File: src/sine_bar_backlash_move_planner_core_defines.svh
// Assertion macros shared by the sine-bar move planner RTL.
// Depends on nothing; included by the files that carry assertions.
`ifndef SINE_BAR_BACKLASH_MOVE_PLANNER_CORE_DEFINES_SVH
`define SINE_BAR_BACKLASH_MOVE_PLANNER_CORE_DEFINES_SVH

// The consequent must hold in the same cycle as the antecedent.
`define SBBM_ASSERT_IMPLY(lbl, clk, rst_n, ante, cons) \
  lbl: assert property (@(posedge clk) disable iff (!rst_n) (ante) |-> (cons)) \
    else $error("sbbm assertion failed");

// The consequent must hold in the cycle after the antecedent.
`define SBBM_ASSERT_NEXT(lbl, clk, rst_n, ante, cons) \
  lbl: assert property (@(posedge clk) disable iff (!rst_n) (ante) |=> (cons)) \
    else $error("sbbm assertion failed");

`endif

File: src/sbbm_pkg.sv
// Types, constants and tables of the sine-bar backlash move planner.
// Depends on nothing; used by every module of the block.
`default_nettype none
package sbbm_pkg;

  localparam int unsigned DVD_W = 60;
  localparam int unsigned DVS_W = 25;
  localparam int unsigned MUL_A_W = 34;
  localparam int unsigned MUL_B_W = 32;
  localparam int unsigned MUL_P_W = MUL_A_W + MUL_B_W;
  localparam int unsigned PADDR_W = 6;
  localparam int unsigned PDATA_W = 64;

  localparam logic signed [35:0] PI_Q30 = 36'sd3373259426;
  localparam logic signed [35:0] TWO_PI_Q30 = 36'sd6746518852;
  localparam logic signed [35:0] HALF_PI_Q30 = 36'sd1686629713;
  localparam logic signed [32:0] ONE_Q30 = 33'sd1073741824;
  localparam logic [59:0] R_MAX = 60'd4294967296;
  localparam logic [34:0] NEAR_STEPS = 35'd10;

  localparam logic [15:0] RST_GROOVE = 16'd2414;
  localparam logic signed [31:0] RST_SGRAZ = 32'sd1069655906;
  localparam logic signed [32:0] RST_AOFF = 33'sd587130619;
  localparam logic [23:0] RST_LEVER = 24'd8821101;
  localparam logic signed [23:0] RST_LOFF = -24'sd5016344;
  localparam logic signed [20:0] RST_SPM = -21'sd19200;
  localparam logic signed [20:0] RST_BL = 21'sd24000;

  localparam logic [1:0] DIR_NONE = 2'b00;
  localparam logic [1:0] DIR_POS = 2'b01;
  localparam logic [1:0] DIR_NEG = 2'b11;

  // Taylor denominators (2k)(2k+1) and floor(2^34 / denominator).
  localparam logic [8:0] TAYLOR_DEN [8] = '{
    9'd6, 9'd20, 9'd42, 9'd72, 9'd110, 9'd156, 9'd210, 9'd272
  };
  localparam logic [31:0] TAYLOR_RCP [8] = '{
    32'd2863311530, 32'd858993459, 32'd409044504, 32'd238609294,
    32'd156180628, 32'd110127366, 32'd81808900, 32'd63161283
  };

  typedef enum logic [1:0] {
    ACT_NONE    = 2'd0,
    ACT_REL     = 2'd1,
    ACT_ABS_REL = 2'd2,
    ACT_RANGE   = 2'd3
  } action_e;

  typedef enum logic [2:0] {
    CFG_GROOVE  = 3'd0,
    CFG_SGRAZ   = 3'd1,
    CFG_AOFF    = 3'd2,
    CFG_LEVER   = 3'd3,
    CFG_LOFF    = 3'd4,
    CFG_SPM     = 3'd5,
    CFG_BL      = 3'd6,
    CFG_UNUSED  = 3'd7
  } cfg_idx_e;

  typedef enum logic [4:0] {
    ST_IDLE, ST_DIV, ST_BIS_CHK, ST_SIN_RED, ST_SIN_SQ, ST_SIN_X2,
    ST_SIN_T1, ST_SIN_T2, ST_SIN_T3, ST_SIN_END, ST_BIS_UPD,
    ST_LEV, ST_LEV2, ST_SPM, ST_SPM2, ST_PLAN, ST_DONE
  } state_e;

  typedef struct packed {
    logic               mode;
    logic [24:0]        target_wavenumber;
    logic signed [31:0] current_position;
  } in_item_t;

  typedef struct packed {
    action_e            action;
    logic signed [31:0] absolute_target;
    logic signed [31:0] relative_steps;
  } out_item_t;

  typedef struct packed {
    logic [15:0]        groove_density;
    logic signed [31:0] sin_grazing;
    logic signed [32:0] angle_offset;
    logic [23:0]        lever_length;
    logic signed [23:0] linear_offset;
    logic signed [20:0] steps_per_mm;
    logic signed [20:0] backlash_steps;
  } cfg_t;

endpackage
`default_nettype wire

File: src/sbbm_mul.sv
// Shared unsigned multiplier of the move planner with a registered product.
// Depends on sbbm_pkg for the operand widths.
`default_nettype none
module sbbm_mul (
  input  wire logic                          clk_i,
  input  wire logic [sbbm_pkg::MUL_A_W-1:0]  a_i,
  input  wire logic [sbbm_pkg::MUL_B_W-1:0]  b_i,
  output logic      [sbbm_pkg::MUL_P_W-1:0]  p_o
);

  logic [sbbm_pkg::MUL_P_W-1:0] p_q;

  assign p_o = p_q;

  always_ff @(posedge clk_i) begin
    p_q <= sbbm_pkg::MUL_P_W'(a_i) * sbbm_pkg::MUL_P_W'(b_i);
  end

endmodule
`default_nettype wire

File: config.mk
export PLATFORM = sky130hd
export DESIGN_NAME = sbbm_mul
export DESIGN_NICKNAME = d
export VERILOG_FILES = /design/src/sine_bar_backlash_move_planner_core_defines.svh /design/src/sbbm_pkg.sv /design/src/sbbm_mul.sv
export SDC_FILE = /design/constraint.sdc
export NUM_CORES = 2
export LEC_CHECK = 0
export BUFFER_PORTS_ARGS = -buffer_cell sky130_fd_sc_hd__buf_2
export CAP_MARGIN = 0
export CORE_ASPECT_RATIO = 2
export CORE_MARGIN = 1
export CORE_UTILIZATION = 30
export CTS_CLUSTER_SIZE = 14
export DETAILED_ROUTE_END_ITERATION = 10
export HOLD_SLACK_MARGIN = 0.06
export PLACE_DENSITY = 0.45
export SYNTH_ARGS = -nofsm -noshare
export SYNTH_HDL_FRONTEND = slang
export SYNTH_SLANG_ARGS = --single-unit
File: constraint.sdc
create_clock -name clk_i -period 16.94 [get_ports clk_i]
set_clock_uncertainty 0.1 [all_clocks]
set_input_delay 2.541 -clock clk_i [delete_from_list [all_inputs] [get_ports clk_i]]
set_output_delay 2.541 -clock clk_i [all_outputs]
set_load 0.05 [all_outputs]
==> results by group <==
Run status
  – Status: finished, violations left
  – Failing checks: design-rule violations

Timing
  – Final WS setup: 5950 ps
  – Final Hold Violating Endpoints: 0
  – Tmin final: 10990 ps
  – Max_slew headroom: 0.242
  – Worst Tran Pin Value: 1140 ps
  – Fin crit share: 0.649
  – RSZ-0062 raised after global routing: no
  – Final setup fails: 0
  – Setup TNS: 0 ps
  – Slew Limit Fails: 0
  – Highest clock rate: 91.0 MHz

Synth
  – Syn Area/Cell: 9.08 sq um
  – Asr flop ratio synth: 0
  – YS warnings: 0
  – Number of library cell types mapped by synthesis: 55
  – Yosys reg bits: 66
  – Seq/Total Area, Yosys: 0.0365
  – Synth Cell Area: 0.0362 sq mm
  – Synth Net Count: 5277
  – EDFF count, synth: 0
  – Cell count after synthesis: 3989
  – Primary FF master, synth: dfxtp_1

Run
  – Max_cap viols: 0

Final layout
  – Layout cells sized above 1: 0.0501
  – Commonest non-fill, non-tap cell in the layout: fa_1
  – Final nets: 5236
  – Most frequent cells in the layout: fa_1, inv_1, nand2_1, and2_1, ha_1
  – Ant. Diodes: 0
  – FILL cells: 12640
  – Fin area: 0.0385 sq mm
  – Max FFs per register: 66
  – Area Growth Syn to Fin: 6.48%

Clocking
  – CTS Hold Buffers Added: 0
  – Post-CTS Setup Bufs: 0
  – Clk pin slew, worst setup/hold paths: 60 ps
  – CTS buffer count: 9
  – Clock sinks: 66
  – Max clock buf depth: 2
  – H-tree depth: 3
  – Root Driver: clkbuf_16
  – CTS tree: done
  – PostCTS Resize Cnt: 0

Global route
  – Number of global-route vias before repair: 30951
  – GRT overflow: 0
  – First-pass GRT wire length: 197000 microns
  – GR Util All Layers: 0.227
  – Largest net degree at the start of global routing: 35
  – Initial antenna violation count: 11

Placement
  – GP Congestion: 0.913
  – Port bufs: 132
  – Area after DPL: 0.0383 sq mm
  – Pre-CTS WS: 5620 ps
  – Hpwl dp: 102000 microns

Hold path
  – Min-delay src: b_i[0]
  – Hold Path Class: primary input to flip-flop

Worst setup path
  – Critical path class: primary input to flip-flop
  – Worst EP arrival: 11170 ps
  – Critical Path Slowest Stage Cell: buf_2
  – Cell mode on critical path: fa_1
  – CP Cell Sequence: buf_2 > and2_1 > fa_1 > fa_1 > fa_1 > inv_1 > fa_1 > inv_1 > fa_1 > inv_1 > fa_1 > inv_1 > fa_1 > fa_1 > ha_1 > a21oi_1 > o21ai_0 > nor2_1 > a31oi_1 > a21oi_1 > o41a_1 > o311ai_1 > or4_1 > and3_1
  – CP endpoint: p_o[65]$_DFF_P_
  – Crit-path max FO: 34
  – CP startpoint: b_i[6]
  – Setup crit end kind: flip-flop
  – CP peak stage delay: 790 ps
  – WP data required: 17120 ps
  – CP startpoint kind: primary input

Detailed routing
  – Post-route DRC: 13
  – ANT nets after route: 0
  – Iter 0 DRT Violations: 1206
  – Post-DR wirelength/cell: 24.4 microns
  – Total number of vias: 26966
  – Wirelength, routed: 134000 microns
  – TritonRoute pass-1 iters: 10
  – Drt via density: 4.91

Floorplan
  – Die height: 493 microns
  – Die ar.: 0.122 sq mm
  – # rows: 179
  – Starting Density: 0.303
  – Die width: 248 microns
  – I/O pin count: 133
  – Core ar.: 0.119 sq mm
==> area by class of cell <==
type / instances / area [sq um] / area share
clock buffer: 12 / 246 / 0.00639
clock inverter: 3 / 40.0 / 0.00104
inverter: 938 / 3520 / 0.0913
multi-input combinational: 2755 / 30500 / 0.791
sequential: 66 / 1320 / 0.0343
tap: 1538 / 1920 / 0.0499
timing repair buffer: 178 / 1010 / 0.0261
==> per-stage QoR <==
stage | std cells | util | hold slack (ps)
finish | 5490 | 0.323 | 2720
global route | 5490 | 0.323 | 2730
CTS | 5490 | 0.323 | 2700
detailed placement | 5475 | 0.321 | 2910
global placement | 5475 | 0.321 | 2910
floorplan | 3989 | - | 2570
==> worst max-delay path, delay by kind of cell <==
family	cells	cell delay (ps)
AO/OA/AOI/OAI	6	2060
buffers and inverters	5	1040
adder cells (fa/ha/maj)	9	4370
AND/OR/NAND/NOR	4	1110
==> logic make-up (layout without fill, tap and decap cells) <==
family | after synthesis | after routing | synth area share
XOR/XNOR | 63 | 63 | 0.0152
flip-flops | 66 | 66 | 0.0365
adder cells (fa/ha/maj) | 1221 | 1221 | 0.620
AO/OA/AOI/OAI | 217 | 217 | 0.0391
buffers and inverters | 1168 | 1131 | 0.121
AND/OR/NAND/NOR | 1253 | 1253 | 0.167
multiplexers | 1 | 1 | 0.000277
==> routing by layer <==
layer / vias up / global-route usage / share of wire
met5: - / 0 / 0.00032
met4: 8 / 0.151 / 0.081
met3: 348 / 0.0218 / 0.034
met2: 804 / 0.461 / 0.59
met1: 14409 / 0.203 / 0.30
li1: 11397 / - / -
==> cells in the mapped netlist (4+ instances only) <==
cell type / instances / area, sq um
nand3_1: 14 / 70.1
o31ai_1: 4 / 30.0
fa_1: 956 / 19100
xor2_1: 24 / 210
a211oi_1: 6 / 45.0
a21oi_1: 77 / 385
nand4_1: 18 / 113
buf_2: 4 / 20.0
nand2_1: 670 / 2510
nor2_1: 33 / 124
and4_1: 4 / 35.0
a21o_1: 32 / 240
o21a_1: 8 / 60.1
dfxtp_1: 66 / 1320
ha_1: 265 / 3320
nor2b_1: 4 / 25.0
nor3_1: 13 / 65.1
o211ai_1: 8 / 60.1
o21ai_0: 31 / 155
a31oi_1: 9 / 56.3
inv_1: 938 / 3520
clkbuf_1: 225 / 845
and3_1: 7 / 43.8
nand2b_1: 6 / 37.5
o21bai_1: 7 / 52.6
and2_1: 476 / 2980
xnor2_1: 39 / 342
==> how the worst min path moves through the flow <==
stage                     end  slack (ps)  cells after the start
3_3_place_gp          p_o[29]        2910                      1
6_report       p_o[0]$_DFF_P_        2720                      3
2_1_floorplan  p_o[0]$_DFF_P_        2570                      1
4_1_cts        p_o[0]$_DFF_P_        2700                      3
5_1_grt        p_o[0]$_DFF_P_        2730                      3
3_5_place_dp           p_o[0]        2910                      1
Power is left out: the tool's default activity adds up to more than one toggle a clock period on the data nets, which glitch-free logic cannot reach.
