### config.mk
export PLATFORM = sky130hd
export DESIGN_NAME = sbbm_cfg
export DESIGN_NICKNAME = d
export VERILOG_FILES = /design/src/sine_bar_backlash_move_planner_core_defines.svh /design/src/sbbm_pkg.sv /design/src/sbbm_cfg.sv
export SDC_FILE = /design/constraint.sdc
export NUM_CORES = 1
export LEC_CHECK = 0
export BUFFER_PORTS_ARGS = -buffer_cell sky130_fd_sc_hd__clkbuf_2
export CORE_MARGIN = 2
export CORE_UTILIZATION = 33
export DETAILED_ROUTE_END_ITERATION = 8
export PLACE_DENSITY = 0.57
export SLEW_MARGIN = 20
export SYNTH_ARGS = -nofsm -noshare
export SYNTH_HDL_FRONTEND = slang
export SYNTH_SLANG_ARGS = --single-unit
### constraint.sdc
create_clock -name clk_i -period 2.2 [get_ports clk_i]
set_input_delay 0.44 -clock clk_i [delete_from_list [all_inputs] [get_ports clk_i]]
set_output_delay 0.44 -clock clk_i [all_outputs]
set_load 0.005 [all_outputs]
### src/sine_bar_backlash_move_planner_core_defines.svh
// Assertion macros shared by the sine-bar move planner RTL.
// Depends on nothing; included by the files that carry assertions.
`ifndef SINE_BAR_BACKLASH_MOVE_PLANNER_CORE_DEFINES_SVH
`define SINE_BAR_BACKLASH_MOVE_PLANNER_CORE_DEFINES_SVH

// The consequent must hold in the same cycle as the antecedent.
`define SBBM_ASSERT_IMPLY(lbl, clk, rst_n, ante, cons) \
  lbl: assert property (@(posedge clk) disable iff (!rst_n) (ante) |-> (cons)) \
    else $error("sbbm assertion failed");

// The consequent must hold in the cycle after the antecedent.
`define SBBM_ASSERT_NEXT(lbl, clk, rst_n, ante, cons) \
  lbl: assert property (@(posedge clk) disable iff (!rst_n) (ante) |=> (cons)) \
    else $error("sbbm assertion failed");

`endif

### src/sbbm_pkg.sv
// Types, constants and tables of the sine-bar backlash move planner.
// Depends on nothing; used by every module of the block.
`default_nettype none
package sbbm_pkg;

  localparam int unsigned DVD_W = 60;
  localparam int unsigned DVS_W = 25;
  localparam int unsigned MUL_A_W = 34;
  localparam int unsigned MUL_B_W = 32;
  localparam int unsigned MUL_P_W = MUL_A_W + MUL_B_W;
  localparam int unsigned PADDR_W = 6;
  localparam int unsigned PDATA_W = 64;

  localparam logic signed [35:0] PI_Q30 = 36'sd3373259426;
  localparam logic signed [35:0] TWO_PI_Q30 = 36'sd6746518852;
  localparam logic signed [35:0] HALF_PI_Q30 = 36'sd1686629713;
  localparam logic signed [32:0] ONE_Q30 = 33'sd1073741824;
  localparam logic [59:0] R_MAX = 60'd4294967296;
  localparam logic [34:0] NEAR_STEPS = 35'd10;

  localparam logic [15:0] RST_GROOVE = 16'd2414;
  localparam logic signed [31:0] RST_SGRAZ = 32'sd1069655906;
  localparam logic signed [32:0] RST_AOFF = 33'sd587130619;
  localparam logic [23:0] RST_LEVER = 24'd8821101;
  localparam logic signed [23:0] RST_LOFF = -24'sd5016344;
  localparam logic signed [20:0] RST_SPM = -21'sd19200;
  localparam logic signed [20:0] RST_BL = 21'sd24000;

  localparam logic [1:0] DIR_NONE = 2'b00;
  localparam logic [1:0] DIR_POS = 2'b01;
  localparam logic [1:0] DIR_NEG = 2'b11;

  // Taylor denominators (2k)(2k+1) and floor(2^34 / denominator).
  localparam logic [8:0] TAYLOR_DEN [8] = '{
    9'd6, 9'd20, 9'd42, 9'd72, 9'd110, 9'd156, 9'd210, 9'd272
  };
  localparam logic [31:0] TAYLOR_RCP [8] = '{
    32'd2863311530, 32'd858993459, 32'd409044504, 32'd238609294,
    32'd156180628, 32'd110127366, 32'd81808900, 32'd63161283
  };

  typedef enum logic [1:0] {
    ACT_NONE    = 2'd0,
    ACT_REL     = 2'd1,
    ACT_ABS_REL = 2'd2,
    ACT_RANGE   = 2'd3
  } action_e;

  typedef enum logic [2:0] {
    CFG_GROOVE  = 3'd0,
    CFG_SGRAZ   = 3'd1,
    CFG_AOFF    = 3'd2,
    CFG_LEVER   = 3'd3,
    CFG_LOFF    = 3'd4,
    CFG_SPM     = 3'd5,
    CFG_BL      = 3'd6,
    CFG_UNUSED  = 3'd7
  } cfg_idx_e;

  typedef enum logic [4:0] {
    ST_IDLE, ST_DIV, ST_BIS_CHK, ST_SIN_RED, ST_SIN_SQ, ST_SIN_X2,
    ST_SIN_T1, ST_SIN_T2, ST_SIN_T3, ST_SIN_END, ST_BIS_UPD,
    ST_LEV, ST_LEV2, ST_SPM, ST_SPM2, ST_PLAN, ST_DONE
  } state_e;

  typedef struct packed {
    logic               mode;
    logic [24:0]        target_wavenumber;
    logic signed [31:0] current_position;
  } in_item_t;

  typedef struct packed {
    action_e            action;
    logic signed [31:0] absolute_target;
    logic signed [31:0] relative_steps;
  } out_item_t;

  typedef struct packed {
    logic [15:0]        groove_density;
    logic signed [31:0] sin_grazing;
    logic signed [32:0] angle_offset;
    logic [23:0]        lever_length;
    logic signed [23:0] linear_offset;
    logic signed [20:0] steps_per_mm;
    logic signed [20:0] backlash_steps;
  } cfg_t;

endpackage
`default_nettype wire

### src/sbbm_cfg.sv
// Configuration register file of the move planner, written over an APB-style port.
// Depends on sbbm_pkg for the register layout and reset values.
`default_nettype none
module sbbm_cfg (
  input  wire logic                          clk_i,
  input  wire logic                          rst_ni,
  input  wire logic                          psel,
  input  wire logic                          penable,
  input  wire logic                          pwrite,
  input  wire logic [sbbm_pkg::PADDR_W-1:0]  paddr,
  input  wire logic [sbbm_pkg::PDATA_W-1:0]  pwdata,
  output logic      [sbbm_pkg::PDATA_W-1:0]  prdata,
  output logic                               pready,
  output sbbm_pkg::cfg_t                     cfg_o
);

  sbbm_pkg::cfg_t   cfg_q, cfg_d;
  sbbm_pkg::cfg_idx_e idx;
  logic             wr_en;

  assign idx    = sbbm_pkg::cfg_idx_e'(paddr[5:3]);
  assign wr_en  = psel && penable && pwrite;
  assign pready = 1'b1;
  assign cfg_o  = cfg_q;

  always_comb begin
    cfg_d = cfg_q;
    if (wr_en) begin
      unique case (idx)
        sbbm_pkg::CFG_GROOVE: cfg_d.groove_density = pwdata[15:0];
        sbbm_pkg::CFG_SGRAZ:  cfg_d.sin_grazing    = pwdata[31:0];
        sbbm_pkg::CFG_AOFF:   cfg_d.angle_offset   = pwdata[32:0];
        sbbm_pkg::CFG_LEVER:  cfg_d.lever_length   = pwdata[23:0];
        sbbm_pkg::CFG_LOFF:   cfg_d.linear_offset  = pwdata[23:0];
        sbbm_pkg::CFG_SPM:    cfg_d.steps_per_mm   = pwdata[20:0];
        sbbm_pkg::CFG_BL:     cfg_d.backlash_steps = pwdata[20:0];
        default: cfg_d = cfg_q;
      endcase
    end
  end

  always_comb begin
    unique case (idx)
      sbbm_pkg::CFG_GROOVE: prdata = 64'(cfg_q.groove_density);
      sbbm_pkg::CFG_SGRAZ:  prdata = 64'(unsigned'(cfg_q.sin_grazing));
      sbbm_pkg::CFG_AOFF:   prdata = 64'(unsigned'(cfg_q.angle_offset));
      sbbm_pkg::CFG_LEVER:  prdata = 64'(cfg_q.lever_length);
      sbbm_pkg::CFG_LOFF:   prdata = 64'(unsigned'(cfg_q.linear_offset));
      sbbm_pkg::CFG_SPM:    prdata = 64'(unsigned'(cfg_q.steps_per_mm));
      sbbm_pkg::CFG_BL:     prdata = 64'(unsigned'(cfg_q.backlash_steps));
      default: prdata = '0;
    endcase
  end

  always_ff @(posedge clk_i or negedge rst_ni) begin
    if (!rst_ni) begin
      cfg_q.groove_density <= sbbm_pkg::RST_GROOVE;
      cfg_q.sin_grazing    <= sbbm_pkg::RST_SGRAZ;
      cfg_q.angle_offset   <= sbbm_pkg::RST_AOFF;
      cfg_q.lever_length   <= sbbm_pkg::RST_LEVER;
      cfg_q.linear_offset  <= sbbm_pkg::RST_LOFF;
      cfg_q.steps_per_mm   <= sbbm_pkg::RST_SPM;
      cfg_q.backlash_steps <= sbbm_pkg::RST_BL;
    end else begin
      cfg_q <= cfg_d;
    end
  end

endmodule
`default_nettype wire

==> impl_metrics.env <==
export IMPL_drt_iter0_drc=335
export IMPL_place_gp_congestion=0.781
export IMPL_synth_warnings=0
export IMPL_hold_viol_final=0
export IMPL_detail_route_vias_per_cell=4.95
export IMPL_r2r_end="cfg_o[122]"
export IMPL_grt_pass1_wl_um=37500
export IMPL_combPwrFrac=0.214
export IMPL_critPathMostFrequentCell="buf_12"
export IMPL_syn2layout_area_growth_pct=32.9
export IMPL_htree_levels=4
export IMPL_fill_cells=2325
export IMPL_postSynthAreaPerCell_um2=13.5
export IMPL_reg2reg_slack_ps=1400
export IMPL_synthTopCellsByCount="mux2_2 (191), dfstp_2 (87), dfrtp_1 (84), buf_4 (32), buf_2 (25)"
export IMPL_antenna_found_initial=0
export IMPL_grt_remaining_overflow=0
export IMPL_crit_type="input pin to output port"
export IMPL_vdd_drop_max_v=0.000441
export IMPL_ctsLongestPathBuffers=2
export IMPL_drt_pass1_iter_count=5
export IMPL_holdPathEnd="cfg_o[117]"
export IMPL_cp_data_arrival_time_ps=1710
export IMPL_multi_input_area_mm2=0.00350
export IMPL_seqCellArea_mm2=0.00439
export IMPL_portBuffers=244
export IMPL_p_sw_frac=0.277
export IMPL_status="completed"
export IMPL_cellPowerDensity_mw_per_mm2=924
export IMPL_hpwlAfterDp_um=17500
export IMPL_rsz0062_at_grt="false"
export IMPL_ff2ff_path_depth=1
export IMPL_largest_reg_flops=171
export IMPL_synthCells=604
export IMPL_yosysSeqAreaShare=0.536
export IMPL_ys_top_cells_by_area="dfstp_2 (28%), mux2_2 (26%), dfrtp_1 (26%)"
export IMPL_num_antenna_cells=0
export IMPL_path_cells="clkbuf_4 -> buf_12 -> nor3b_2 -> buf_12 -> a22oi_1 -> o211ai_1 -> clkbuf_2"
export IMPL_grt_usage=0.191
export IMPL_via_count=6004
export IMPL_root_buffer="clkbuf_16"
export IMPL_tritoncts="yes"
export IMPL_die_area_mm2=0.0261
export IMPL_detail_route_wl_per_cell_um=20.6
export IMPL_min_from="pwdata[27]"
export IMPL_min_path_cells=2
export IMPL_slowest_delay_ps=300
export IMPL_synth_main_ff_cell="dfstp_2"
export IMPL_slowest_stage="nor3b_2"
export IMPL_fin_cells=1212
export IMPL_place_area_mm2=0.0102
export IMPL_critPathTopFamily="buffers and inverters"
export IMPL_r2r_start="cfg_o[122]"
export IMPL_p_int_mw=7.27
export IMPL_seqPwrFrac=0.447
export IMPL_synth_top_area_frac=0.279
export IMPL_fin_area_mm2=0.0109
export IMPL_maxCapViolCount=0
export IMPL_coreArea_mm2=0.0243
export IMPL_switchingPower_mw=2.78
export IMPL_synth_most_common_cell="mux2_2"
export IMPL_clk_pin_slew_ps=70
export IMPL_post_route_util=0.447
export IMPL_setup_viol=0
export IMPL_drc=0
export IMPL_antenna_left=0
export IMPL_worstPathMaxFanout=16
export IMPL_die_x_um=161
export IMPL_clock_sinks=171
export IMPL_drive_gt1_frac=0.696
export IMPL_clock_latency_ps=420
export IMPL_max_freq_mhz=464
export IMPL_grt_pass1_vias=6027
export IMPL_grt_start_max_net_pins=48
export IMPL_critPathBufInv=4
export IMPL_start_util=0.337
export IMPL_synth_cell_type_count=36
export IMPL_io_pin_count=311
export IMPL_finalCritPeriodShare=0.979
export IMPL_synth_area_leader_cell="dfstp_2"
export IMPL_nets=950
export IMPL_die_h_um=161
export IMPL_synth_edf_count=0
export IMPL_cts_buffers=17
export IMPL_async_flop_share=1.00
export IMPL_dp_cells=1177
export IMPL_power_clock_fraction=0.338
export IMPL_power_leakage_nw=5.08
export IMPL_startpoint_type="input pin"
export IMPL_hp_class="input pin to flop"
export IMPL_routed_wirelength_um=25000
export IMPL_yosys_register_bits=171
export IMPL_syn_area_mm2=0.00818
export IMPL_fin_skew_ps=0
export IMPL_end_kind="output port"
export IMPL_period_minus_slack_ps=2150
export IMPL_slew_viol_final=0
export IMPL_row_count=57
export IMPL_worst_ep_required_time_ps=1760
==> worst max path at each step <==
stage	from	cells after the start	slack, ps	to
2_1_floorplan	paddr[3]	6	260	prdata[21]
3_3_place_gp	paddr[3]	7	8	prdata[3]
3_5_place_dp	paddr[4]	5	-6	prdata[15]
4_1_cts	paddr[3]	7	20	prdata[3]
5_1_grt	paddr[3]	7	8	prdata[3]
6_report	paddr[3]	7	50	prdata[3]
==> per-layer routing <==
layer / vias to the layer above / global-route usage / share of wire
met3: 19 / 0.0547 / 0.074
met4: 0 / 0.0491 / 0.011
met2: 235 / 0.296 / 0.46
li1: 2706 / - / -
met1: 3044 / 0.265 / 0.45
met5: - / 0 / 0
==> power by group through the flow <==
stage               Combinational, mW  Clock, mW  Sequential, mW
floorplan                        1.00          0            4.49
CTS                              2.19       3.49            4.50
detailed placement               2.18          0            4.55
global placement                 2.15          0            4.53
global route                     2.36       3.63            4.59
finish                           2.15       3.40            4.49
==> kinds of logic (layout without fill, tap and decap cells) <==
kind of cell | Yosys count | in the layout | share of synthesized area
compound gates | 75 | 75 | 0.0691
other cells | 2 | 32 | 0.000918
mux | 211 | 211 | 0.289
buf+inv | 77 | 331 | 0.0558
simple gates | 68 | 68 | 0.0489
flops | 171 | 171 | 0.536
==> cell type report <==
type	count	share of cell area
flip-flops and latches	171	0.404
well taps	324	0.0373
inverters	2	0.000690
clock inverters	15	0.0217
clock buffers	17	0.0391
repair buffers	297	0.176
multi-input cells	386	0.322
==> stage by stage <==
step | power (mW) | hold slack (ps) | worst slack (ps) | TNS [ps]
4_1_cts | 10.2 | 224 | 22.2 | 0
5_1_grt | 10.6 | 247 | 7.84 | 0
3_3_place_gp | 6.68 | 423 | 7.84 | 0
3_5_place_dp | 6.73 | 422 | -5.61 | -5.61
2_1_floorplan | 5.49 | 144 | 261 | 0
6_report | 10.0 | 246 | 45.2 | 0
==> layout by cell type, fill, tap and decap left out, types with 2 or more instances in the layout <==
| cell | netlist | routed |
|---|---|---|
| and2_1 | 10 | 10 |
| nor2b_1 | 4 | 2 |
| nor2_1 | 12 | 9 |
| nand3_1 | 6 | 6 |
| mux2_2 | 191 | 191 |
| a32oi_1 | 10 | 10 |
| inv_1 | 2 | 2 |
| inv_6 | 0 | 4 |
| nand2b_1 | 2 | 2 |
| a2bb2oi_1 | 2 | 2 |
| o221ai_1 | 10 | 10 |
| nor2b_2 | 0 | 2 |
| dfrtp_1 | 84 | 84 |
| mux2i_1 | 17 | 17 |
| clkbuf_4 | 0 | 2 |
| dfstp_2 | 87 | 87 |
| mux2_1 | 2 | 2 |
| nor2_4 | 0 | 6 |
| nand2_1 | 14 | 14 |
| buf_4 | 32 | 29 |
| clkbuf_16 | 0 | 17 |
| a21oi_1 | 12 | 12 |
| a22oi_1 | 20 | 20 |
| o211ai_1 | 10 | 10 |
| inv_8 | 0 | 2 |
| buf_6 | 2 | 2 |
| clkbuf_2 | 1 | 241 |
| buf_12 | 0 | 22 |
| conb_1 | 2 | 32 |
| clkinvlp_4 | 0 | 2 |
| o21a_1 | 6 | 6 |
| and3b_1 | 11 | 11 |
| a221oi_1 | 3 | 3 |
| bufinv_16 | 0 | 5 |
==> what timing repair did <==
item,4_1_cts,5_1_grt
setup buffers,0,2
hold endpoints to repair,17,0
pin swaps,0,0
gates cloned,0,0
hold buffers,1,0
setup endpoints to repair,1,3
resized for setup,1,2
(Power assumes the default switching activity.)
