$ cat src/sine_bar_backlash_move_planner_core_defines.svh
// Assertion macros shared by the sine-bar move planner RTL.
// Depends on nothing; included by the files that carry assertions.
`ifndef SINE_BAR_BACKLASH_MOVE_PLANNER_CORE_DEFINES_SVH
`define SINE_BAR_BACKLASH_MOVE_PLANNER_CORE_DEFINES_SVH

// The consequent must hold in the same cycle as the antecedent.
`define SBBM_ASSERT_IMPLY(lbl, clk, rst_n, ante, cons) \
  lbl: assert property (@(posedge clk) disable iff (!rst_n) (ante) |-> (cons)) \
    else $error("sbbm assertion failed");

// The consequent must hold in the cycle after the antecedent.
`define SBBM_ASSERT_NEXT(lbl, clk, rst_n, ante, cons) \
  lbl: assert property (@(posedge clk) disable iff (!rst_n) (ante) |=> (cons)) \
    else $error("sbbm assertion failed");

`endif

$ cat src/sbbm_pkg.sv
// Types, constants and tables of the sine-bar backlash move planner.
// Depends on nothing; used by every module of the block.
`default_nettype none
package sbbm_pkg;

  localparam int unsigned DVD_W = 60;
  localparam int unsigned DVS_W = 25;
  localparam int unsigned MUL_A_W = 34;
  localparam int unsigned MUL_B_W = 32;
  localparam int unsigned MUL_P_W = MUL_A_W + MUL_B_W;
  localparam int unsigned PADDR_W = 6;
  localparam int unsigned PDATA_W = 64;

  localparam logic signed [35:0] PI_Q30 = 36'sd3373259426;
  localparam logic signed [35:0] TWO_PI_Q30 = 36'sd6746518852;
  localparam logic signed [35:0] HALF_PI_Q30 = 36'sd1686629713;
  localparam logic signed [32:0] ONE_Q30 = 33'sd1073741824;
  localparam logic [59:0] R_MAX = 60'd4294967296;
  localparam logic [34:0] NEAR_STEPS = 35'd10;

  localparam logic [15:0] RST_GROOVE = 16'd2414;
  localparam logic signed [31:0] RST_SGRAZ = 32'sd1069655906;
  localparam logic signed [32:0] RST_AOFF = 33'sd587130619;
  localparam logic [23:0] RST_LEVER = 24'd8821101;
  localparam logic signed [23:0] RST_LOFF = -24'sd5016344;
  localparam logic signed [20:0] RST_SPM = -21'sd19200;
  localparam logic signed [20:0] RST_BL = 21'sd24000;

  localparam logic [1:0] DIR_NONE = 2'b00;
  localparam logic [1:0] DIR_POS = 2'b01;
  localparam logic [1:0] DIR_NEG = 2'b11;

  // Taylor denominators (2k)(2k+1) and floor(2^34 / denominator).
  localparam logic [8:0] TAYLOR_DEN [8] = '{
    9'd6, 9'd20, 9'd42, 9'd72, 9'd110, 9'd156, 9'd210, 9'd272
  };
  localparam logic [31:0] TAYLOR_RCP [8] = '{
    32'd2863311530, 32'd858993459, 32'd409044504, 32'd238609294,
    32'd156180628, 32'd110127366, 32'd81808900, 32'd63161283
  };

  typedef enum logic [1:0] {
    ACT_NONE    = 2'd0,
    ACT_REL     = 2'd1,
    ACT_ABS_REL = 2'd2,
    ACT_RANGE   = 2'd3
  } action_e;

  typedef enum logic [2:0] {
    CFG_GROOVE  = 3'd0,
    CFG_SGRAZ   = 3'd1,
    CFG_AOFF    = 3'd2,
    CFG_LEVER   = 3'd3,
    CFG_LOFF    = 3'd4,
    CFG_SPM     = 3'd5,
    CFG_BL      = 3'd6,
    CFG_UNUSED  = 3'd7
  } cfg_idx_e;

  typedef enum logic [4:0] {
    ST_IDLE, ST_DIV, ST_BIS_CHK, ST_SIN_RED, ST_SIN_SQ, ST_SIN_X2,
    ST_SIN_T1, ST_SIN_T2, ST_SIN_T3, ST_SIN_END, ST_BIS_UPD,
    ST_LEV, ST_LEV2, ST_SPM, ST_SPM2, ST_PLAN, ST_DONE
  } state_e;

  typedef struct packed {
    logic               mode;
    logic [24:0]        target_wavenumber;
    logic signed [31:0] current_position;
  } in_item_t;

  typedef struct packed {
    action_e            action;
    logic signed [31:0] absolute_target;
    logic signed [31:0] relative_steps;
  } out_item_t;

  typedef struct packed {
    logic [15:0]        groove_density;
    logic signed [31:0] sin_grazing;
    logic signed [32:0] angle_offset;
    logic [23:0]        lever_length;
    logic signed [23:0] linear_offset;
    logic signed [20:0] steps_per_mm;
    logic signed [20:0] backlash_steps;
  } cfg_t;

endpackage
`default_nettype wire

$ cat src/sbbm_div.sv
// Restoring divider of the move planner, one quotient bit per cycle.
// Depends on sbbm_pkg for the default operand widths.
`default_nettype none
module sbbm_div #(
  parameter int unsigned DvdW = sbbm_pkg::DVD_W,
  parameter int unsigned DvsW = sbbm_pkg::DVS_W
) (
  input  wire logic            clk_i,
  input  wire logic            rst_ni,
  input  wire logic            start_i,
  input  wire logic [DvdW-1:0] dividend_i,
  input  wire logic [DvsW-1:0] divisor_i,
  output logic                 done_o,
  output logic      [DvdW-1:0] quot_o
);

  localparam int unsigned CntW = $clog2(DvdW);

  logic            busy_q, busy_d;
  logic            done_q, done_d;
  logic [CntW-1:0] cnt_q, cnt_d;
  logic [DvsW-1:0] rem_q, rem_d;
  logic [DvsW-1:0] dvs_q, dvs_d;
  logic [DvdW-1:0] dq_q, dq_d;
  logic [DvsW:0]   rem_sh;
  logic            fits;
  logic            last;

  assign rem_sh = {rem_q, dq_q[DvdW-1]};
  assign fits   = rem_sh >= {1'b0, dvs_q};
  assign last   = cnt_q == CntW'(DvdW - 1);
  assign done_o = done_q;
  assign quot_o = dq_q;

  always_comb begin
    busy_d = busy_q;
    done_d = 1'b0;
    cnt_d  = cnt_q;
    rem_d  = rem_q;
    dvs_d  = dvs_q;
    dq_d   = dq_q;
    if (start_i) begin
      busy_d = 1'b1;
      cnt_d  = '0;
      rem_d  = '0;
      dvs_d  = divisor_i;
      dq_d   = dividend_i;
    end else if (busy_q) begin
      rem_d = fits ? DvsW'(rem_sh - {1'b0, dvs_q}) : rem_sh[DvsW-1:0];
      dq_d  = {dq_q[DvdW-2:0], fits};
      cnt_d = cnt_q + CntW'(1);
      if (last) begin
        busy_d = 1'b0;
        done_d = 1'b1;
      end
    end
  end

  always_ff @(posedge clk_i or negedge rst_ni) begin
    if (!rst_ni) begin
      busy_q <= 1'b0;
      done_q <= 1'b0;
      cnt_q  <= '0;
    end else begin
      busy_q <= busy_d;
      done_q <= done_d;
      cnt_q  <= cnt_d;
    end
  end

  always_ff @(posedge clk_i) begin
    rem_q <= rem_d;
    dvs_q <= dvs_d;
    dq_q  <= dq_d;
  end

endmodule
`default_nettype wire
$ cat config.mk
export PLATFORM = sky130hd
export DESIGN_NAME = sbbm_div
export DESIGN_NICKNAME = d
export VERILOG_FILES = /design/src/sine_bar_backlash_move_planner_core_defines.svh /design/src/sbbm_pkg.sv /design/src/sbbm_div.sv
export SDC_FILE = /design/constraint.sdc
export NUM_CORES = 1
export LEC_CHECK = 0
export BUFFER_PORTS_ARGS = -buffer_cell sky130_fd_sc_hd__buf_2
export CAP_MARGIN = 40
export CORE_ASPECT_RATIO = 0.9
export CORE_MARGIN = 2
export CORE_UTILIZATION = 56
export CTS_BUF_LIST = sky130_fd_sc_hd__clkbuf_4
export DETAILED_ROUTE_END_ITERATION = 16
export PLACE_DENSITY = 0.88
export RECOVER_POWER = 100
export SLEW_MARGIN = 20
export SYNTH_ARGS = -nofsm -noshare
export SYNTH_HDL_FRONTEND = slang
export SYNTH_SLANG_ARGS = --single-unit
export TNS_END_PERCENT = 5
$ cat constraint.sdc
create_clock -name clk_i -period 4.1 [get_ports clk_i]
set_input_delay 0.41 -clock clk_i [delete_from_list [all_inputs] [get_ports clk_i]]
set_output_delay 0.41 -clock clk_i [all_outputs]
set_load 0.02 [all_outputs]
==> results of run 1 <==
[cell type report]
type	instances	area, um^2	area share [%]
inverter	34	128	1.69
multi-input combinational	351	2760	36.7
sequential	118	3250	43.2
tap	152	190	2.53
clock inverter	14	135	1.79
clock buffer	18	135	1.79
timing repair buffer	178	928	12.3
[metrics by stage]
stage / instances / util, %
6_report: 865 / 69.4
5_1_grt: 865 / 69.4
4_1_cts: 846 / 68.6
3_5_place_dp: 811 / 65.9
3_3_place_gp: 811 / 65.9
2_1_floorplan: 527 / -
[sequential cells by signal, summed over array words and instances, names as in the netlist]
register / flops
busy_q: 1
cnt_q: 6
done_o: 1
dvs_q: 25
quot_o: 60
rem_q: 25
[routing by layer]
metal	track usage, %	vias to the layer above	part of all wire [%]
met5	0	-	0
met4	10.7	0	2.9
met3	9.27	41	7.7
met2	41.2	196	50
met1	29.3	2400	39
li1	-	2313	-
[report_power, final]
group	total [mW]	leakage [nW]	switching (mW)	internal [mW]
logic	0.979	1.94	0.555	0.424
registers	1.52	1.19	0.0905	1.43
clock network	0.824	0.131	0.465	0.360
[critical path, delay by kind of cell, from the launching register on]
kind / cells / cell delay (ps)
buffers and inverters: 3 / 490
adder cells (fa/ha/maj): 2 / 590
AND/OR/NAND/NOR: 1 / 160
flip-flops: 1 / 430
AO/OA/AOI/OAI: 6 / 1390
multiplexers: 1 / 240
[synthesized netlist by cell type, types with 2 or more instances]
master     n
nor2b_1    2
dfrtp_1    8
xor2_1     8
a31oi_1    3
o211ai_1   2
o21a_1     4
xnor2_1   14
nand3_1   18
inv_1     34
a21oi_1   22
or3_1      7
nand2b_1   4
edfxtp_1  85
a21o_1    14
or2_2      2
o31ai_1    2
nand4_1    6
and3_1     3
a211o_1    2
ha_1      26
o21ai_0    6
a2111o_1   2
a211oi_1  16
clkbuf_1  20
nand2_1   28
nor3_1     6
dfxtp_1   25
mux2i_1   17
a32oi_1    3
mux2_2    59
nor4_1     2
o21bai_1   5
o311ai_0   5
nor2_1    38
[cell families (layout without fill, tap and decap cells)]
| logic type | after synthesis | after routing | share of synthesized area (%) |
|---|---|---|---|
| buf+inv | 58 | 244 | 3.81 |
| compound gates | 105 | 105 | 13.2 |
| xor+xnor | 22 | 22 | 3.07 |
| fa+ha+maj | 27 | 27 | 5.51 |
| flops | 118 | 118 | 51.9 |
| simple gates | 121 | 121 | 9.16 |
| mux | 76 | 76 | 13.3 |
[worst paths after layout]
check / startpoint / to / slack [ps] / cells after the start
setup reg to reg: quot_o[59] / rem_q[9] / 570 / 13
max in group asynchronous: rst_ni / busy_q / 3520 / 2
hold / removal: divisor_i[3] / dvs_q[3] / 30 / 1
min in group asynchronous: rst_ni / cnt_q[5] / 280 / 2
hold reg to reg: rem_q[16] / rem_q[16] / 510 / 2
setup / recovery: quot_o[59] / rem_q[9] / 570 / 13
[what timing repair did]
action / CTS / global route
setup endpoints to repair: 0 / 0
hold buffers: 3 / 19
endpoints found under the hold margin: 10 / 19
==> results.yml, run 1 <==
status:
  status: "complete, but fails checks"
  violations: "max-capacitance violations, max-slew violations"
timing:
  holdWs_ps: 27.4
  grt_setup_unrepaired: "false"
  drv_slew: 110
  fin_crit_sh_pct: 86.1
  finalWorstSetupSlack_ps: 569
  worst_clock_skew_ps: 15.9
  finalSetupViolCount: 0
  final-hold-violation-count: 0
  tns_ps: 0
  fmaxAchievable_ghz: 0.283
  slew_headroom_pct: -125
  period_needed_ps: 3530
  worst_slew_pin_slew_ps: 3380
finish:
  final_cell_mix: "edfxtp_1, buf_2, clkbuf_1, mux2_2, nor2_1"
  fillers: 823
  fin_nets: 815
  final_area_um2: 7530
  drive_gt1_share_pct: 26.2
  diodes: 0
  syn_to_final_growth_pct: 20.1
synthesis:
  synthTopCellsByArea: "edfxtp_1, mux2_2, dfxtp_1, ha_1, dfrtp_1"
  synthFlopType: "edfxtp_1"
  syn_nets: 642
  synth_top_area_share_pct: 40.7
  yosysWarnings: 0
  synth.cell_area_um2: 6270
  ys_async_sr_fraction_pct: 6.78
  ys_seq_elements: 118
  synth-seq-area-share_pct: 51.9
  synth_top_cell_by_area: "edfxtp_1"
  synth-edff-count: 85
  syn_inst: 527
  syn_area_per_cell_um2: 11.9
  yosys.cell_types.count: 63
detailed_routing:
  wl_mm: 15.1
  vias: 4950
  drc: 0
  drt-pass1-iter-count: 5
  wl_per_cell_um: 17.4
  detail-route-antenna-nets: 0
  first_iter_violations: 323
  via_per_inst: 5.72
placed_design:
  place_hpwl_mm: 10.7
  placed_cell_area_um2: 7150
  place_congestion: 0.937
  place_ws_ps: 922
  numPortBuffers: 148
setup_path:
  endpoint_kind: "flip-flop"
  cp_slowest_stage_delay_ps: 430
  cp-start-kind: "flip-flop"
  crit_chain: "inv_1 > ha_1 > inv_1 > fa_1 > a211oi_1 > o21ai_0 > nand3_2 > a2111oi_2 > o31a_4 > a21boi_0 > buf_4 > mux2i_1 > a211oi_1"
  critPathRequiredTime_ps: 4450
  arrival_ps: 3880
  crit_slowest_cell: "edfxtp_1"
  path_max_fanout: 24
  path_class: "reg -> reg"
min_path:
  hold_path.class: "in -> reg"
power_and_ir_drop:
  leakage_nw: 3.26
  p_per_area_nw_per_um2: 441
  ir_worst_vdd_v: 0.000284
  total_power_mw: 3.32
cts:
  numCtsBuffers: 17
  ctsResizeCount: 0
  postCtsSetupBuffers: 0
  clk_pin_slew_ps: 110
  htree_levels: 4
  clk_path_buf_depth: 2
  clock-sinks: 118
  cts_tree: "yes"
  clock_latency_ps: 570
  cts_root_buf: "clkbuf_4"
global_routing:
  grt_first_pass_wirelength_mm: 23.2
  gr-total-overflow: 0
  grt_max_degree: 66
  grt_pass1_vias: 4802
  antenna_found_initial: 0
  grt_usage_pct: 25.1
floorplanning:
  die_h_um: 104
  die_x_um: 116
  core_area_um2: 10900
  initial_core_util_pct: 57.7
  ios: 149
  die_area_um2: 12100
  floorplan.rows: 36
run:
  maxCapViolations: 2
No activity file was read; power rests on OpenSTA's default activity.
==> run 2: changes to the inputs <==
--- a/config.mk
+++ b/config.mk
@@ -5,7 +5,7 @@
 export SDC_FILE = /design/constraint.sdc
 export NUM_CORES = 1
 export LEC_CHECK = 0
-export BUFFER_PORTS_ARGS = -buffer_cell sky130_fd_sc_hd__buf_2
+export BUFFER_PORTS_ARGS = -buffer_cell sky130_fd_sc_hd__clkbuf_2
 export CAP_MARGIN = 40
 export CORE_ASPECT_RATIO = 0.9
 export CORE_MARGIN = 2
==> results.yml, run 2 (synthesis gave the netlist of run 1 again) <==
cts:
  cts_tree: "yes"
  numCtsBuffers: 17
  postCtsSetupBuffers: 0
  clock-sinks: 118
  cts_root_buf: "clkbuf_4"
  clock_latency_ps: 540
  clk_path_buf_depth: 2
  clk_pin_slew_ps: 100
  htree_levels: 4
detailed_routing:
  detail-route-antenna-nets: 0
  first_iter_violations: 246
  drt-pass1-iter-count: 5
  wl_per_cell_um: 17.3
  vias: 4869
  via_per_inst: 5.65
  drc: 0
  wl_mm: 14.9
setup_path:
  path_max_fanout: 33
  startpoint: "busy_q"
  critPathRequiredTime_ps: 4240
  r2r_start: "busy_q"
  path_class: "reg -> reg"
  cp-start-kind: "flip-flop"
  arrival_ps: 3620
  endpoint_kind: "flip-flop"
power_and_ir_drop:
  p_sw_share_pct: 32.0
  pwr-share-comb_pct: 28.6
  clkPwrFrac_pct: 27.3
  leakage_nw: 3.30
  p_switching_mw: 1.10
  ir_worst_vdd_v: 0.000295
  p_per_area_nw_per_um2: 455
  seqPwrFrac_pct: 44.1
  p_int_mw: 2.34
placed_design:
  placed_cell_area_um2: 7160
  place_hpwl_mm: 10.8
  place_ws_ps: 907
  place_congestion: 0.931
  numPortBuffers: 148
timing:
  drv_slew: 144
  finalSetupViolCount: 0
  tns_ps: 0
  final-hold-violation-count: 0
  grt_setup_unrepaired: "false"
  worst_slew_pin_slew_ps: 3350
  slew_headroom_pct: -123
  finalWorstSetupSlack_ps: 623
  worst_clock_skew_ps: 23.2
  fmaxAchievable_ghz: 0.288
  period_needed_ps: 3480
  fin_crit_sh_pct: 84.8
run:
  maxCapViolations: 3
global_routing:
  gr-total-overflow: 0
  antenna_found_initial: 0
  grt_usage_pct: 24.9
  grt_first_pass_wirelength_mm: 23.1
  grt_pass1_vias: 4856
  grt_max_degree: 66
status:
  violations: "max-capacitance violations, max-slew violations"
  status: "complete, but fails checks"
floorplanning:
  initial_core_util_pct: 57.7
  floorplan.rows: 36
  die_h_um: 104
  die_area_um2: 12100
  core_area_um2: 10900
  ios: 149
  die_x_um: 116
min_path:
  holdCritStartpoint: "divisor_i[3]"
  hold_path.class: "in -> reg"
finish:
  fin_nets: 812
  largest_reg_flops: 60
  final_cell_mix: "edfxtp_1, clkbuf_2, clkbuf_1, mux2_2, nor2_1"
  post-route-util_pct: 69.6
  fillers: 793
  diodes: 0
  syn_to_final_growth_pct: 20.6
  drive_gt1_share_pct: 26.5
  final_area_um2: 7560
run 2: worst max-delay path, stage by stage, from the launching register on:
cell and delay (ps):
dfrtp_1 440, nor2_1 70, clkbuf_1 330, inv_1 870, clkbuf_1 1350
run 2: area by class of cell:
| type | count | area (um^2) | share of cell area, % |
|---|---|---|---|
| Multi-Input combinational cell | 351 | 2770 | 36.7 |
| Timing Repair Buffer | 175 | 897 | 11.9 |
| Clock inverter | 14 | 183 | 2.42 |
| Inverter | 34 | 128 | 1.69 |
| Sequential cell | 118 | 3250 | 43.0 |
| Tap cell | 152 | 190 | 2.52 |
| Clock buffer | 18 | 135 | 1.79 |
run 2: path summary, 6_finish.rpt:
path                                   end  slack (ps)  cells past startpoint
worst max-delay path            quot_o[43]         620                      4
worst min-delay path              dvs_q[3]          50                      1
worst max register to register  quot_o[43]         620                      4
worst min register to register    rem_q[5]         510                      2
max in group asynchronous         cnt_q[2]        3470                      2
min in group asynchronous         cnt_q[5]         320                      2
run 2: layer usage:
metal | share of wire (%) | track usage, % | routed length, um
met1 | 40 | 30.1 | 5890
met2 | 50 | 40.4 | 7500
met3 | 8.2 | 9.09 | 1220
met4 | 2.0 | 9.47 | 295
met5 | 0 | 0 | 0
run 2: power by group through the flow:
| stage | Sequential [mW] | Combinational, mW | Clock, mW |
|---|---|---|---|
| after floorplan | 1.61 | 0.651 | 0 |
| after global placement | 1.53 | 0.940 | 0 |
| after detailed placement | 1.54 | 0.976 | 0 |
| after CTS | 1.52 | 0.980 | 0.957 |
| after global routing | 1.53 | 1.07 | 1.01 |
| final | 1.52 | 0.984 | 0.939 |
run 2: repair_timing:
item	CTS	global route
hold buffers	1	18
resized for setup	0	0
hold endpoints to repair	8	18
run 2: metrics by stage:
stage | instances | power (mW) | hold slack, ps
3_3_place_gp | 810 | 2.47 | 260
6_report | 862 | 3.44 | 48.2
4_1_cts | 844 | 3.45 | 1.30
5_1_grt | 862 | 3.61 | -3.66
2_1_floorplan | 527 | 2.26 | 114
3_5_place_dp | 811 | 2.52 | 267
==> run 3: changes to the inputs <==
--- a/config.mk
+++ b/config.mk
@@ -9,10 +9,10 @@
 export CAP_MARGIN = 40
 export CORE_ASPECT_RATIO = 0.9
 export CORE_MARGIN = 2
-export CORE_UTILIZATION = 56
+export CORE_UTILIZATION = 50
 export CTS_BUF_LIST = sky130_fd_sc_hd__clkbuf_4
 export DETAILED_ROUTE_END_ITERATION = 16
-export PLACE_DENSITY = 0.88
+export PLACE_DENSITY = 0.83
 export RECOVER_POWER = 100
 export SLEW_MARGIN = 20
 export SYNTH_ARGS = -nofsm -noshare
==> constraint.sdc (replaced) <==
create_clock -name clk_i -period 3.1 [get_ports clk_i]
set_input_delay 0.31 -clock clk_i [delete_from_list [all_inputs] [get_ports clk_i]]
set_output_delay 0.31 -clock clk_i [all_outputs]
set_load 0.02 [all_outputs]
==> results.yml, run 3 (synthesis gave the netlist of run 1 again) <==
status:
  status: "completed"
global_routing:
  grt_max_degree: 71
  grt_usage_pct: 22.9
  antenna_found_initial: 0
  grt_busiest_layer: "met2"
  use_met3_pct: 6.89
  grt_pass1_vias: 4986
  gr-total-overflow: 0
  grt_first_pass_wirelength_mm: 23.5
  met2_usage_pct: 39.8
  grtUsageMet1_pct: 26.8
finish:
  fin_nets: 826
  drive_gt1_share_pct: 28.0
  final_cell_mix: "edfxtp_1, clkbuf_2, clkbuf_1, mux2_2, nor2_1"
  final_common_cell: "edfxtp_1"
  largest_reg_flops: 60
  fin_cells: 885
  syn_to_final_growth_pct: 23.5
  fillers: 984
cts:
  clk_path_buf_depth: 2
  clk_pin_slew_ps: 120
  htree_levels: 4
  cts_tree: "yes"
  clock-sinks: 118
  cts_root_buf: "clkbuf_4"
  numCtsBuffers: 17
  clock_latency_ps: 530
setup_path:
  critPathBufInv: 4
  cp_slowest_stage_delay_ps: 390
  path_max_fanout: 12
  path_class: "reg -> reg"
  reg2reg_depth: 14
  critPathTopFamily: "compound AO/OA/AOI/OAI gates"
  cp-start-kind: "flip-flop"
  crit_chain: "inv_1 > ha_1 > inv_1 > fa_2 > a211oi_2 > o21ai_2 > nand3_2 > a2111oi_4 > o31a_4 > a21boi_4 > buf_4 > clkbuf_16 > or2_2 > a311oi_2"
  critPathRequiredTime_ps: 3550
  cpMostUsedCell: "inv_1"
  path_depth: 14
  arrival_ps: 3390
  crit_slowest_cell: "edfxtp_1"
  endpoint_kind: "flip-flop"
timing:
  fmaxAchievable_ghz: 0.340
  worst_clock_skew_ps: 15.8
  tns_ps: 0
  period_needed_ps: 2940
  finalSetupViolCount: 0
  grt_setup_unrepaired: "false"
  drv_slew: 0
  worst_slew_pin_slew_ps: 1450
  slew_headroom_pct: 3.46
  fin_crit_sh_pct: 94.9
  final-hold-violation-count: 0
floorplanning:
  die_h_um: 110
  ios: 149
  die_area_um2: 13400
  floorplan.rows: 38
  initial_core_util_pct: 51.7
  die_x_um: 122
  core_area_um2: 12100
detailed_routing:
  vias: 4893
  wl_mm: 14.8
  drt-pass1-iter-count: 5
  detail-route-antenna-nets: 0
  via_per_inst: 5.53
  first_iter_violations: 280
  wl_per_cell_um: 16.8
  drc: 0
power_and_ir_drop:
  p_per_area_nw_per_um2: 581
  leakage_nw: 3.37
  ir_worst_vdd_v: 0.000366
min_path:
  hold_path.class: "in -> reg"
  whs_path_depth: 2
placed_design:
  numPortBuffers: 148
  place_inst: 821
  place_hpwl_mm: 10.6
  place_congestion: 0.928
run:
  maxCapViolations: 0
run 3: metal layers:
| layer | share of wire [%] | vias to the layer above | wire length, um |
|---|---|---|---|
| met5 | 0 | - | 0 |
| met4 | 1.4 | 0 | 203 |
| met3 | 7.1 | 18 | 1050 |
| met2 | 50 | 181 | 7430 |
| met1 | 41 | 2343 | 6160 |
| li1 | - | 2351 | - |
run 3: what timing repair did:
| action | CTS | global route |
|---|---|---|
| buffers inserted | 0 | 4 |
| gates resized for setup | 1 | 6 |
| gates cloned | 0 | 1 |
| endpoints found under the setup margin | 1 | 23 |
| endpoints found under the hold margin | 33 | 0 |
| hold buffers | 26 | 0 |
| pin swaps | 0 | 6 |
run 3: worst register-to-register path, cell delays in order, from the launching register on:
cell	delay, ps
edfxtp_1	390
inv_1	60
ha_1	210
inv_1	90
fa_2	240
a211oi_2	90
o21ai_2	190
nand3_2	130
a2111oi_4	350
o31a_4	200
a21boi_4	80
buf_4	150
clkbuf_16	160
or2_2	290
a311oi_2	240
run 3: report_power, final:
part | switching [mW] | internal (mW) | leakage (nW)
clock | 0.608 | 0.491 | 0.140
combinational | 0.764 | 0.621 | 2.04
sequential | 0.123 | 1.89 | 1.19
run 3: path summary, 6_finish.rpt:
path / slack [ps] / from / endpoint
min in group asynchronous: 220 / rst_ni / cnt_q[1]
worst min-delay path: 60 / dividend_i[31] / quot_o[31]
worst max register to register: 160 / quot_o[59] / rem_q[0]
worst min register to register: 510 / rem_q[2] / rem_q[2]
worst max-delay path: 160 / quot_o[59] / rem_q[0]
max in group asynchronous: 2560 / rst_ni / cnt_q[0]
run 3: layout make-up:
class                      instances  area (um^2)  share of cell area, %
antenna                            1         2.50                 0.0323
sequential                       118         3250                   42.0
timing repair buffer             189         1070                   13.8
multi-input combinational        351         2810                   36.3
clock buffer                      19          143                   1.84
inverter                          34          128                   1.65
tap                              160          200                   2.59
clock inverter                    13          134                   1.73
run 3: per-stage QoR:
stage               util [%]  hold WS [ps]  area, um^2  setup slack [ps]  power, mW
global route            63.8          13.0        7740              6.86       4.73
finish                  63.8          64.1        7740               158       4.50
detailed placement      59.4           172        7200              13.0       3.34
global placement        59.4           162        7200               134       3.30
floorplan                  -          14.4        6270              77.5       2.98
CTS                     63.8          20.6        7740              72.0       4.48
